==> src/design/ddo_mul.sv <==
module ddo_mul (
    input  logic        i_clk,
    input  logic [31:0] i_a,
    input  logic [31:0] i_b,
    output logic [63:0] o_p
);
    logic [63:0] r_p;

    always_ff @(posedge i_clk) begin
        r_p <= 64'(i_a) * 64'(i_b);
    end

    assign o_p = r_p;
endmodule

==> config.mk <==
export PLATFORM = sky130hd
export DESIGN_NAME = ddo_mul
export DESIGN_NICKNAME = d
export VERILOG_FILES = /design/src/design/ddo_mul.sv
export SDC_FILE = /design/constraint.sdc
export NUM_CORES = 2
export LEC_CHECK = 0
export BUFFER_PORTS_ARGS = -buffer_cell sky130_fd_sc_hd__buf_2
export CAP_MARGIN = 20
export CORE_MARGIN = 5
export CORE_UTILIZATION = 55
export CTS_BUF_LIST = sky130_fd_sc_hd__clkbuf_4 sky130_fd_sc_hd__clkbuf_8
export DETAILED_ROUTE_END_ITERATION = 8
export PLACE_DENSITY = 0.72
export SLEW_MARGIN = 25
export SYNTH_ARGS = -nofsm -noshare
export SYNTH_HDL_FRONTEND = slang
export SYNTH_SLANG_ARGS = --single-unit
export TNS_END_PERCENT = 10
==> constraint.sdc <==
create_clock -name i_clk -period 18.35 [get_ports i_clk]
set_input_delay 3.67 -clock i_clk [delete_from_list [all_inputs] [get_ports i_clk]]
set_output_delay 3.67 -clock i_clk [all_outputs]
set_load 0.02 [all_outputs]
==> out/metrics.csv <==
stage,metric,value,unit
synthesis,synth_top_area_cell,fa_1,
clock_tree,clk_pin_slew,0.08,ns
synthesis,synth_top_family_by_area,adder cells,
setup_path,worstPathBufferInverterCount,5,
setup_path,cp_cell_sequence,buf_2 -> and2_1 -> fa_1 -> fa_1 -> inv_1 -> fa_1 -> fa_1 -> inv_1 -> fa_1 -> fa_1 -> fa_1 -> inv_1 -> fa_1 -> inv_1 -> ha_1 -> nand4_1 -> or4_1 -> or3_1 -> a31oi_1 -> a31o_2 -> a211oi_1 -> o21ai_1 -> xor2_1,
global_route,grt_pass1_vias,27468,
sta,slew_viol_final,0,
setup_path,slowest_delay,0.59,ns
routing,drc_errors,0,
synthesis,yosys-top-cells-area,"fa_1, and2_1, ha_1, inv_1, nand2_1",
sta,finalSetupViolations,0,
status,status,"finished, final reports clean",
place,port_buffers,128,
sta,setup_tns,0,ns
global_route,grt_overflow_total,0,
finish,n_antenna_cell,0,
synthesis,yosys.area.top_type_share,0.517,
finish,post_route_cells_drive_above_1_share,0.0454,
setup_path,cp_max_fo,32,
die,core,0.0627,mm^2
setup_path,worstSetupStartpointType,primary input,
synthesis,syn_area_per_cell,9.25,um^2
global_route,grt_pass1_wl,146000,um
sta,maxSlewHeadroom,0.457,
clock_tree,ctsRootBufferMaster,clkbuf_8,
clock_tree,post_cts_buffers,0,
global_route,track_usage,0.275,
setup_path,cp_common_cell,fa_1,
finish,largest_reg_flops,64,
routing,viasPerCell,5.48,
synthesis,synthAdderAreaFrac,0.612,
synthesis,yosysSeqAreaShare,0.0369,
setup_path,crit_type,in2reg,
synthesis,syn_nets,4972,
routing,first_iter_violations,1860,
synthesis,synth-xor-area-share,0.0152,
synthesis,synth.most_common_cell,fa_1,
setup_path,cpLargestDelayFamily,adder cells,
synthesis,syn_area,0.0347,mm^2
finish,area_growth,3.21,%
synthesis,synth.top_cells.by_count,"fa_1, inv_1, and2_1",
setup_path,end_kind,flip-flop,
die,die-area,0.0682,mm^2
clock_tree,cts_tree,built,
global_route,grt_max_degree,33,
synthesis,synth_cells,3748,
sta,period_needed,11.31,ns
clock_tree,clock_sinks,64,
clock_tree,cts_buffers,9,
synthesis,yosysWarningCount,0,
sta,fin_crit_sh,0.617,
place,place_congestion,0.912,
routing,route.vias.total,24777,
routing,wl_per_cell,19.9,um
sta,rsz0062_at_grt,no,
setup_path,worstPathRequired,18.66,ns
synthesis,synth_cell_type_count,57,
clock_tree,cts_max_path_buffers,2,
synthesis,synth-edff-count,0,
place,place_hpwl,71700,um
sta,fmax,88.4,MHz
min_path,hold_class,in2reg,
die,io_pins,129,
finish,fin_nets,4897,
setup_path,worst-endpoint-arrival,11.62,ns
synthesis,ys.flop_type,dfxtp_1,
die,die_w,261,um
die,die_h,261,um
synthesis,synth_seq_cells,64,
synthesis,async_reset_ff_frac,0,
sta,worstMarginPinSlew,0.814,ns
clock_tree,hold_buffers,0,
die,start_util,0.553,
synthesis,synth-simple-area-share,0.176,
die,num_rows,92,
finish,final_core_util,0.570,
global_route,antenna_found_initial,3,
sta,hold_viol,0,
routing,drt-pass1-iter-count,5,
routing,ant_nets,0,
clock_tree,ctsResizeCount,0,
clock_tree,htreeDepth,3,
setup_path,critPathSlowestCell,fa_1,
routing,wl,90000,um
job,drv_cap,0,
synthesis,synth_compound_area_frac,0.0415,
synthesis,synthMuxAreaShare,0.000289,
==> layout make-up <==
| cell class | count | area (um^2) |
|---|---|---|
| Multi-Input combinational cell | 2599 | 29300 |
| Fill cell | 5447 | 26900 |
| Inverter | 865 | 3250 |
| Sequential cell | 64 | 1280 |
| Tap cell | 846 | 1060 |
| Timing Repair Buffer | 134 | 686 |
| Clock buffer | 11 | 145 |
| Clock inverter | 5 | 56.3 |
==> layout by cell type, fill, tap and decap left out, drive strengths merged, types with 4 or more instances in the layout <==
| cell | count |
|---|---|
| and2 | 602 |
| o31ai | 5 |
| dfxtp | 64 |
| and3 | 14 |
| ha | 263 |
| a21oi | 66 |
| xnor2 | 35 |
| a221o | 4 |
| o21bai | 11 |
| fa | 896 |
| o21ai | 26 |
| a21o | 40 |
| a221oi | 4 |
| nor3 | 7 |
| a31oi | 12 |
| clkbuf | 11 |
| o21a | 9 |
| xor2 | 25 |
| buf | 134 |
| inv | 865 |
| nand3 | 10 |
| nand2 | 480 |
| nor2 | 20 |
| nand4 | 23 |
==> final timing paths <==
kind,from,end,slack (ns),cells past startpoint
worst max-delay path,i_b[9],o_p[62]$_DFF_P_,7.04,23
worst min-delay path,i_a[0],o_p[0]$_DFF_P_,3.95,2
==> metrics by stage <==
step | hold WS (ns) | setup WS (ns) | std cells | cell area (um^2)
final | 3.95 | 7.04 | 4524 | 35800
after global routing | 3.96 | 6.82 | 4524 | 35800
after CTS | 3.94 | 7.21 | 4524 | 35800
after detailed placement | 4.09 | 6.86 | 4508 | 35600
after global placement | 4.09 | 6.97 | 4508 | 35600
after floorplan | 3.80 | 7.93 | 3748 | 34700
==> cells by family after synthesis <==
family	count (synthesis)
AO/OA/AOI/OAI	202
XOR/XNOR	60
adder cells (fa/ha/maj)	1159
buffers and inverters	1085
flip-flops	64
multiplexers	1
AND/OR/NAND/NOR	1177
==> per-layer routing <==
layer,share of wire,GRT usage
met5,0.00010,0
met4,0.062,0.139
met3,0.057,0.0338
met2,0.52,0.488
met1,0.36,0.330
Power is left out: the tool's default activity adds up to more than one toggle a clock period on the data nets, which glitch-free logic cannot reach.
